[config.mk]
export PLATFORM = sky130hd
export DESIGN_NAME = fp32_divider_top
export DESIGN_NICKNAME = d
export VERILOG_FILES = /design/src/fpd_pkg.sv /design/src/fpd_cell.sv /design/src/fpd_unpack.sv /design/src/fp32_divider_top.sv
export SDC_FILE = /design/constraint.sdc
export NUM_CORES = 2
export LEC_CHECK = 0
export ABC_CLOCK_PERIOD_IN_PS = 8400
export BUFFER_PORTS_ARGS = -buffer_cell sky130_fd_sc_hd__buf_2
export CAP_MARGIN = 25
export CELL_PAD_IN_SITES_DETAIL_PLACEMENT = 0
export CELL_PAD_IN_SITES_GLOBAL_PLACEMENT = 1
export CORE_UTILIZATION = 26
export CTS_BUF_LIST = sky130_fd_sc_hd__clkbuf_8
export CTS_CLUSTER_DIAMETER = 30
export CTS_CLUSTER_SIZE = 10
export DETAILED_ROUTE_END_ITERATION = 10
export GPL_TIMING_DRIVEN = 0
export PLACE_DENSITY = 0.49
export SYNTH_ARGS = -nofsm -noshare
export SYNTH_HDL_FRONTEND = slang
export SYNTH_SLANG_ARGS = --single-unit
[constraint.sdc]
create_clock -name clk -period 8.4 [get_ports clk]
set_input_delay 1.68 -clock clk [delete_from_list [all_inputs] [get_ports clk]]
set_output_delay 1.68 -clock clk [all_outputs]
set_load 0.01 [all_outputs]
[src/fpd_pkg.sv]
package fpd_pkg;

  localparam logic [31:0] SGN_BIT   = 32'h8000_0000;
  localparam logic [31:0] EXP_FIELD = 32'h7f80_0000;
  localparam logic [31:0] QUIET_BIT = 32'h0040_0000;
  localparam logic [31:0] DEF_NAN   = 32'hffc0_0000;
  localparam int          QBITS     = 25;

  // word handed from one divider cell to the next
  typedef struct packed {
    logic [24:0] rem;
    logic [24:0] y;
    logic [24:0] q;
  } div_word_t;

endpackage

[src/fpd_cell.sv]
module fpd_cell (
  input  logic              clk,
  input  logic              load,
  input  fpd_pkg::div_word_t din,
  output fpd_pkg::div_word_t dout
);
  logic [24:0] diff;
  logic        ge;

  // compute one restoring step
  assign ge   = din.rem >= din.y;
  assign diff = ge ? (din.rem - din.y) : din.rem;

  // hold the step result for the next cell
  always_ff @(posedge clk) begin
    if (load) begin
      dout.rem <= {diff[23:0], 1'b0};
      dout.y   <= din.y;
      dout.q   <= {din.q[23:0], ge};
    end
  end
endmodule

[src/fpd_unpack.sv]
module fpd_unpack (
  input  logic [31:0] word,
  output logic [23:0] sig,
  output logic signed [9:0] expo
);
  logic [4:0] lz;
  logic [23:0] raw;

  // normalize a subnormal significand by a leading zero count
  always_comb begin
    raw = {1'b0, word[22:0]};
    lz  = 5'd0;
    for (int i = 0; i < 23; i++) begin
      if (raw[i]) lz = 5'(23 - i);
    end
    if (word[30:23] == 8'd0) begin
      sig  = raw << lz;
      expo = 10'sd1 - $signed({5'd0, lz});
    end else begin
      sig  = {1'b1, word[22:0]};
      expo = $signed({2'd0, word[30:23]});
    end
  end
endmodule

[src/fp32_divider_top.sv]
// channel  | ports                         | handshake
// input    | dividend[31:0], divisor[31:0] | start & !busy
// result   | quotient[31:0]                | done, one cycle
// A word passes a pre-step register, a row of 25 divider cells, each
// resolving one quotient bit and passing the word along one cell a cycle,
// and a rounding step whose result is registered at the output.
// Special operands take the same path. Reset clears control only.
// The receiver cannot stall; busy stays high until done.
module fp32_divider_top (
  input  logic        clk,
  input  logic        rst,
  input  logic        start,
  input  logic [31:0] dividend,
  input  logic [31:0] divisor,
  output logic        busy,
  output logic        done,
  output logic [31:0] quotient
);
  localparam int N = fpd_pkg::QBITS;

  logic [23:0] sa, sb;
  logic signed [9:0] ea, eb;
  logic [30:0] ma, mb;
  logic        spec;
  logic [31:0] spec_val;
  logic        go;
  logic [N:0]  vld;
  logic        spec_r;
  logic [31:0] spec_val_r;
  logic [31:0] sign_r;
  logic signed [10:0] er_r;
  fpd_pkg::div_word_t chain [N+1];

  fpd_unpack u_ua (.word(dividend), .sig(sa), .expo(ea));
  fpd_unpack u_ub (.word(divisor),  .sig(sb), .expo(eb));

  assign go = start && !busy;
  assign ma = dividend[30:0];
  assign mb = divisor[30:0];

  // classify special operands
  always_comb begin
    spec = 1'b1;
    spec_val = 32'd0;
    if (ma > 31'h7f80_0000) spec_val = dividend | fpd_pkg::QUIET_BIT;
    else if (mb > 31'h7f80_0000) spec_val = divisor | fpd_pkg::QUIET_BIT;
    else if ((ma == 31'd0 && mb == 31'd0) ||
             (ma == 31'h7f80_0000 && mb == 31'h7f80_0000)) spec_val = fpd_pkg::DEF_NAN;
    else if (ma == 31'd0 || mb == 31'h7f80_0000)
      spec_val = (dividend ^ divisor) & fpd_pkg::SGN_BIT;
    else if (mb == 31'd0 || ma == 31'h7f80_0000)
      spec_val = ((dividend ^ divisor) & fpd_pkg::SGN_BIT) | fpd_pkg::EXP_FIELD;
    else spec = 1'b0;
  end

  // load the head of the chain on start
  always_ff @(posedge clk) begin
    if (go) begin
      chain[0].y   <= {1'b0, sb};
      chain[0].q   <= '0;
      chain[0].rem <= (sa < sb) ? {sa, 1'b0} : {1'b0, sa};
      er_r <= 11'(ea) - 11'(eb) + 11'sd127 - ((sa < sb) ? 11'sd1 : 11'sd0);
      spec_r <= spec;
      spec_val_r <= spec_val;
      sign_r <= (dividend ^ divisor) & fpd_pkg::SGN_BIT;
    end
  end

  // advance the word through the cells
  for (genvar g = 0; g < N; g++) begin : g_cell
    fpd_cell u_cell (.clk(clk), .load(vld[g]), .din(chain[g]), .dout(chain[g+1]));
  end

  // track the word position
  always_ff @(posedge clk) begin
    if (rst) begin
      vld <= '0;
    end else begin
      vld <= {vld[N-1:0], go};
    end
  end

  logic [24:0] q;
  logic        sticky, sticky2;
  logic [24:0] qs;
  logic [24:0] smask;
  logic [4:0]  sh;
  logic [31:0] res;
  logic [24:0] qr;

  // round and pack; a rounding carry bumps the exponent
  always_comb begin
    q = chain[N].q;
    sticky = chain[N].rem != 25'd0;
    sh = 5'd0;
    smask = '0;
    qs = q;
    sticky2 = sticky;
    qr = '0;
    res = '0;
    if (er_r >= 11'sd1 && er_r <= 11'sd254) begin
      qr = {1'b0, q[24:1]} + 25'(q[0] & (sticky | q[1]));
      res = {1'b0, er_r[7:0], 23'd0} + {7'd0, qr} - 32'h0080_0000;
    end else if (er_r > 11'sd254) begin
      res = fpd_pkg::EXP_FIELD;
    end else begin
      sh = (er_r < -11'sd24) ? 5'd25 : 5'(11'sd1 - er_r);
      smask = (25'd1 << sh) - 25'd1;
      sticky2 = sticky | ((q & smask) != 25'd0);
      qs = q >> sh;
      qr = {1'b0, qs[24:1]} + 25'(qs[0] & (sticky2 | qs[1]));
      res = {7'd0, qr};
    end
  end

  // register the result word and pulse done for one cycle
  always_ff @(posedge clk) begin
    if (rst) begin
      busy <= 1'b0;
      done <= 1'b0;
    end else begin
      done <= vld[N];
      if (go) busy <= 1'b1;
      else if (vld[N]) busy <= 1'b0;
    end
    if (vld[N]) quotient <= spec_r ? spec_val_r : (res | sign_r);
  end

  a_onehot: assert property (@(posedge clk) disable iff (rst) $onehot0(vld))
    else $error("more than one word in the chain");
  a_done: assert property (@(posedge clk) disable iff (rst) done |-> !vld[N])
    else $error("done overlaps chain exit");
  a_busy: assert property (@(posedge clk) disable iff (rst) (vld != '0) |-> busy)
    else $error("word in flight while not busy");
endmodule

After elaboration in Yosys (flattened, before gate mapping)

Index checks and enable logic that the tools add are counted.

Output and inout bits: 34
Flip-flop bits (word level): 1655
Bits of input ports: 67
Word-level logic and storage cells: 299

Equality and inequality tests: 2
Reduce and logical (&&, ||, !) cells: 17
Add/sub/neg operators: 36
$lt $le $gt $ge: 32
Bitwise gates (word level): 8
Shifts and indexed selects: 4
Multiplexer cells: 89

Operators with widths:

| kind                                                 | count |
|---|---|
| 2-to-1 mux 24 bit                                    | 28 |
| >= comparator 25 x 24 -> 1 bit                       | 25 |
| subtractor 24 bit                                    | 25 |
| 2-to-1 mux 5 bit                                     | 47 |
| 2-to-1 mux 32 bit                                    | 7 |
| == test 31 bit (second input constant)               | 2 |
| > comparator 31 bit (second input constant)          | 2 |
| logical NOT 31 bit                                   | 2 |
| adder 24 x 1 -> 25 bit                               | 2 |
| nonzero test 25 bit                                  | 2 |
| << shifter 23 x 5 -> 24 bit                          | 2 |
| adder 31 x 25 -> 32 bit                              | 1 |
| OR 32 bit                                            | 1 |
| subtractor 32 x 24 -> 32 bit (second input constant) | 1 |
| XOR 32 bit                                           | 1 |
| 2-to-1 mux 31 bit                                    | 1 |
| AND 25 bit                                           | 1 |
| << shifter 1 x 5 -> 25 bit (first input constant)    | 1 |
| >> shifter 25 x 5 -> 25 bit                          | 1 |
| subtractor 25 x 1 -> 25 bit (second input constant)  | 1 |
| < comparator 24 bit                                  | 1 |
| 2-to-1 mux 10 bit                                    | 2 |
| logical NOT 8 bit                                    | 2 |
| subtractor 1 x 5 -> 6 bit (first input constant)     | 2 |
| 17 further kinds                                     | 28 |

Depth between registers and ports, before layout

Depth in word-level cells: 28
Mapped depth: 37
Mapped depth without buffers: 34

Cells and area by module

From an unflattened synthesis, not the netlist that was laid out.

Cell total of the unflattened synthesis: 10122
Area total of the unflattened synthesis: 114992.8 um2

Modules (own cells, without submodules):

| module                            | area an instance (um2) | cells an instance | instances | sequential area each (um2) |
|---|---|---|---|---|
| fpd_cell at g_cell[0].u_cell ...  | 4018.9                 | 335               | 19        | 2222.1 |
| fpd_cell at g_cell[15].u_cell ... | 3837.4                 | 310               | 5         | 2222.1 |
| fp32_divider_top                  | 11377.2                | 1213              | 1         | 4344.2 |
| fpd_cell at g_cell[14].u_cell     | 4078.9                 | 350               | 1         | 2222.1 |
| fpd_unpack                        | 1995.7                 | 322               | 2         | 0.0 |

Least setup slack after synthesis

OpenSTA, ideal clock, no wires.

Kind: input-to-reg
From: in dividend[4]
To: reg er_r[9] (data pin)
Setup time: 262 ps
Path buffers: 4
Arrival time: 7802 ps
Stages: 37
Data required time: 8138 ps
Path slack: 336 ps
Path through: clkbuf_1 nor2_1 o31ai_1 a211oi_1 o311a_4 nor3_4 inv_2 buf_4 buf_2 mux4_2 mux2i_1 o221ai_1 mux2i_1 inv_1 ha_1 a21o_1 a21o_1 a21oi_1 nor2b_1 o21ai_0 a31oi_1 a311oi_2 clkbuf_1 ha_1 inv_1 ha_1 ha_1 inv_1 fa_1 inv_1 a21oi_1 o21bai_1 a21o_1 a21o_1 a21o_1 a21oi_1 xor2_1

Cells in the longest elaborated chain, start to end: 24
Elaborated cells between the ends (all ways): 28
Those cells by class: add/sub (4); order compare (1); shift (1); mux (22)

RTL lines:

| what                                                                     | RTL line                           | text |
|---|---|---|
| start, declared                                                          | fp32_divider_top.sv:13             | `input logic [31:0] dividend,` |
| 2-to-1 mux 5 bit (19 in series)                                          | fpd_unpack.sv:14                   | `if (raw[i]) lz = 5'(23 - i);` |
| subtractor 1 x 5 -> 6 bit or << shifter 23 x 5 -> 24 bit (tied branches) | fpd_unpack.sv:18, fpd_unpack.sv:17 |  |
| 2-to-1 mux 10 bit or 2-to-1 mux 24 bit (tied branches)                   | fpd_unpack.sv:16                   | `if (word[30:23] == 8'd0) begin` |
| subtractor 10 x 10 -> 11 bit or < comparator 24 bit (tied branches)      | fp32_divider_top.sv:62             | `er_r <= 11'(ea) - 11'(eb) + 11'sd127 - ((sa < sb) ? 11'sd1 : 11'sd0);` |
| adder 11 x 8 -> 11 bit or 2-to-1 mux 1 bit (tied branches)               | fp32_divider_top.sv:62             |  |
| subtractor 11 x 2 -> 11 bit *                                            | fp32_divider_top.sv:62             |  |
| end signal, assigned                                                     | fp32_divider_top.sv:62             |  |
| end, declared                                                            | fp32_divider_top.sv:31             | `logic signed [10:0] er_r;` |

Mark *: on every way between the ends. The rest lies on a longest branch, timed or not.
A chain may end at the register's enable or synchronous reset.

Worst setup path after layout

From: in dividend[18]
To: reg er_r[9] (data pin)

Cells in the longest elaborated chain, start to end: 10
Elaborated cells between the ends (all ways): 14
Those cells by class: add/sub (4); order compare (1); shift (1); mux (8)

RTL lines:

| what                                                                     | RTL line |
|---|---|
| 2-to-1 mux 5 bit (5 in series)                                           | fpd_unpack.sv:14 |
| subtractor 1 x 5 -> 6 bit or << shifter 23 x 5 -> 24 bit (tied branches) | fpd_unpack.sv:18, fpd_unpack.sv:17 |
| 2-to-1 mux 10 bit or 2-to-1 mux 24 bit (tied branches)                   | fpd_unpack.sv:16 |
| subtractor 10 x 10 -> 11 bit or < comparator 24 bit (tied branches)      | fp32_divider_top.sv:62 |
| adder 11 x 8 -> 11 bit or 2-to-1 mux 1 bit (tied branches)               | fp32_divider_top.sv:62 |
| subtractor 11 x 2 -> 11 bit *                                            | fp32_divider_top.sv:62 |

Marked as above.

==> results <==
- The routed design has 287000 um of wire.
- The setup slack at placement is -2.12 ns.
- The number of instances in the synthesized netlist is 8600.
- The number of global-route vias before repair is 68243.
- The highest fanout seen on the critical path is 10.
- For this configuration, the core starts out at a cell density of 0.261.
- Clock-pin slew was measured on the worst setup and hold paths at 0.07 ns.
- The largest single stage delay on the critical path is 0.59 ns.
- The cell seen most often among critical-path stages is sky130_fd_sc_hd__a21o_1.
- The power after layout is 21100 uW.
- The endpoint arrival time on the critical path is 8.93 ns.
- The run finished with clean final reports.
- The kind of cell with the highest combined delay along the critical path is compound AO/OA/AOI/OAI gates.
- Across all setup checks in the final design, the least slack found is 0.259 ns.
- For this design the ratio of total power to cell area is 189 mW/mm^2.
- Leaving out fill and tap cells, the most frequent cell in the layout is sky130_fd_sc_hd__edfxtp_1.
- The layout overhead on the synthesized area is 16.8%.
- In this run the tightest slew margin relative to its limit is 0.226.
- TritonCTS built the clock tree.
- The launching element of the worst setup path is dividend[18].
- The final-report max-slew violation count is 0.
- The slew at the pin closest to its max-slew limit is 1.16 ns.
- The multi-input combinational cell area is 0.0419 sq mm.
- Across the VDD grid, the largest voltage drop is 0.125 mV.
- The floorplan step defined a die boundary enclosing 0.370 sq mm.
- The detail-routed net length per standard cell is 20.1 um.
- The analysis attributes to cell leakage a power of 0.0429 uW.
- Max-cap violations in this run came to 0.
- The first global-routing pass estimated 429000 um of wire.
- The insertion delay of the later-clocked pin in the worst-skew pair is 1.06 ns.
- For this run, the total global-route usage over all layers was measured as 0.150.
- The average instance area after synthesis is 11.1 sq um.
- The share of layout cells above drive strength 1 is 0.135.
- The library cells used most frequently in the layout, excluding fill and tap cells, are sky130_fd_sc_hd__edfxtp_1, sky130_fd_sc_hd__inv_1, sky130_fd_sc_hd__ha_1, sky130_fd_sc_hd__a21oi_1, sky130_fd_sc_hd__nor2_1.
- The clock net sink count is 1655.
- The total of fill cells in the finished design is 37382.
- The critical path required time is 9.19 ns.
- The number of buffers created by CTS is 390.
- Measured along the x axis, the die boundary spans 609 um.
- The floorplan step set the die height to 609 um.
- For hold timing, the worst endpoint is g_cell[22].u_cell.dout[15].
- The detail route stage leaves a number of antenna-violating nets equal to 0.
- After layout, the minimum clock period comes to 8.14 ns.
- The total count of hold-check failures in the final report is 0.
- The total number of nets in the final design is 9866.
- In this run the cell area of the synthesized design comes to 0.0956 sq mm.
- The placement row count is 222.
- Synthesis produced a netlist with a net count of 9364.
- The number of detailed-route iterations in the first pass is 6.
- In this run the register-to-register setup slack is 1.95 ns.
- The category of the worst setup path capture point is a flip-flop.
- In the routed design, unresolved DRC markers number 0.
- The startpoint of the most critical hold path is g_cell[21].u_cell.dout[14].
- Synthesis inferred 1655 register bits.
- The detailed router finished its first iteration with 4578 violations.
- The path category of the worst min-delay check is flip-flop to flip-flop.
- The number of antenna violations at the first check in global routing is 17.
- The unique cell type count in the Yosys netlist is 101.
- The region available for standard cell placement spans 0.366 sq mm.
- The leading register cell type out of synthesis is sky130_fd_sc_hd__edfxtp_1.
- Buffers placed on the I/O ports in this run total 73.
- The worst hold margin is 0.363 ns.
- The startpoint class of the critical path is a primary input.
- The number of setup violations in the final report is 0.
- Dividing the detail-routed via count by the number of cells gives 4.75.
- The clock skew is 0.107 ns.
- The utilization after layout is 0.305.
- The combined buffer and inverter count along the critical path is 9.
- The maximum number of pins on one net before global-route repair is 69.
- Summing over every cut layer, the via total after detailed routing is 67694.
- The proportion of synthesized chip area in sequential cells is 0.517.
- The total overflow left after global routing is 0.
- The detailed-placement wirelength estimate is 223000 um.
- The sequential cell area in the final layout is 0.0495 sq mm.
- Static timing analysis puts the maximum clock frequency at 123 MHz.
- The H-tree generated during clock tree synthesis spans 5 levels.
- For this run, asynchronously set or reset flops after synthesis account for 0.
- The maximum root-to-sink buffer count is 4.
- The capture point of the worst reg-to-reg path is quotient[0].
- Along the worst hold path, the cell count comes to 0.
- The startpoint identified for the worst register-to-register timing path is er_r[1].
- The number of hold-repair buffers added at the cts stage is 0.
- Pin placement for this block handled 101 I/O pins.
- The number of warnings issued by yosys is 0.
- CTS placed an instance of sky130_fd_sc_hd__clkbuf_8 at the clock tree root.
- At the end of routability-driven placement, the weighted congestion stood at 0.876.
- The number of cell instances on the worst register-to-register path is 18.
- The number of enable flip-flop cells after synthesis is 1627.
- The worst setup path is of the primary input to flip-flop kind.
- The library cell contributing the largest single delay on the critical path is sky130_fd_sc_hd__o31ai_2.
- In the finished design, the share of the clock period the worst path needs comes to 0.969.
-- final cells by class --
cell class,instances,area share
antenna,5,0.000112
buffer,217,0.00833
clock buffer,401,0.0494
clock inverter,314,0.0295
inverter,931,0.0313
multi-input combinational,5797,0.375
sequential,1655,0.443
tap,4816,0.0539
timing repair buffer,110,0.00950
-- through the flow --
stage               std cells  setup TNS (ns)  cell area (sq um)
floorplan                8600               0              95600
global placement        13489         -104.60             102000
detailed placement      13520          -21.55             103000
CTS                     14235               0             112000
global route            14242        -0.00174             112000
finish                  14246               0             112000
-- worst max path at each step --
stage | endpoint | cells after the start | slack, ns
6_report | er_r[9] | 35 | 0.26
5_1_grt | er_r[10] | 32 | -0.002
3_5_place_dp | er_r[9] | 34 | -2.12
4_1_cts | er_r[9] | 37 | 0.002
3_3_place_gp | er_r[9] | 34 | -2.21
2_1_floorplan | er_r[9] | 37 | 0.34
-- state kept, by name, summed over array words and instances, names as in the netlist --
signal and count:
g_cell.u_cell.dout 1501, spec_r 1, spec_val_r 32, vld 26, done 1, sign_r 1, chain 49, quotient 32
er_r 11, busy 1
-- power by group --
group	internal, uW	switching [uW]
clock network	6290	4180
logic	517	1010
registers	9060	53.5
total	15900	5250
-- metal layers --
| layer | track usage | share of wire |
|---|---|---|
| met5 | 0.00155 | 0.00056 |
| met4 | 0.0447 | 0.027 |
| met3 | 0.0261 | 0.048 |
| met2 | 0.251 | 0.47 |
| met1 | 0.197 | 0.45 |
-- cell families after synthesis --
family,after synthesis,share of synthesized area
and+or+nand+nor,2124,0.108
muxes,471,0.0548
xor gates and xnor gates,501,0.0460
AOI/OAI and AO/OA,2004,0.135
buffers and inverters,1148,0.0461
adders and majority gates,697,0.0934
DFF,1655,0.517
-- cell usage after synthesis (all sizes together), types with 49 or more instances --
cell type / number / area share
edfxtp: 1627 / 0.51
o211ai: 55 / 0.0043
and2: 58 / 0.0038
ha: 669 / 0.088
nand2: 474 / 0.019
and3: 50 / 0.0033
nor4: 49 / 0.0034
xnor2: 330 / 0.030
o21a: 102 / 0.0080
nand3: 180 / 0.0094
mux2: 341 / 0.040
o21ai: 422 / 0.022
a21o: 197 / 0.015
xor2: 171 / 0.016
nor3: 183 / 0.0097
o31ai: 50 / 0.0040
nand4: 121 / 0.0079
nand2b: 105 / 0.0069
buf: 58 / 0.0033
a21oi: 610 / 0.032
nor2b: 146 / 0.0096
a211oi: 78 / 0.0062
inv: 929 / 0.036
clkbuf: 159 / 0.0063
mux2i: 122 / 0.013
nor2: 588 / 0.023
a31oi: 76 / 0.0051
-- timing repair --
item | in CTS | in global routing
pin swaps | 0 | 3
gates cloned | 0 | 0
setup endpoints to repair | 9 | 4
gates resized for setup | 16 | 14
setup buffers | 0 | 5
(Power assumes the default switching activity.)
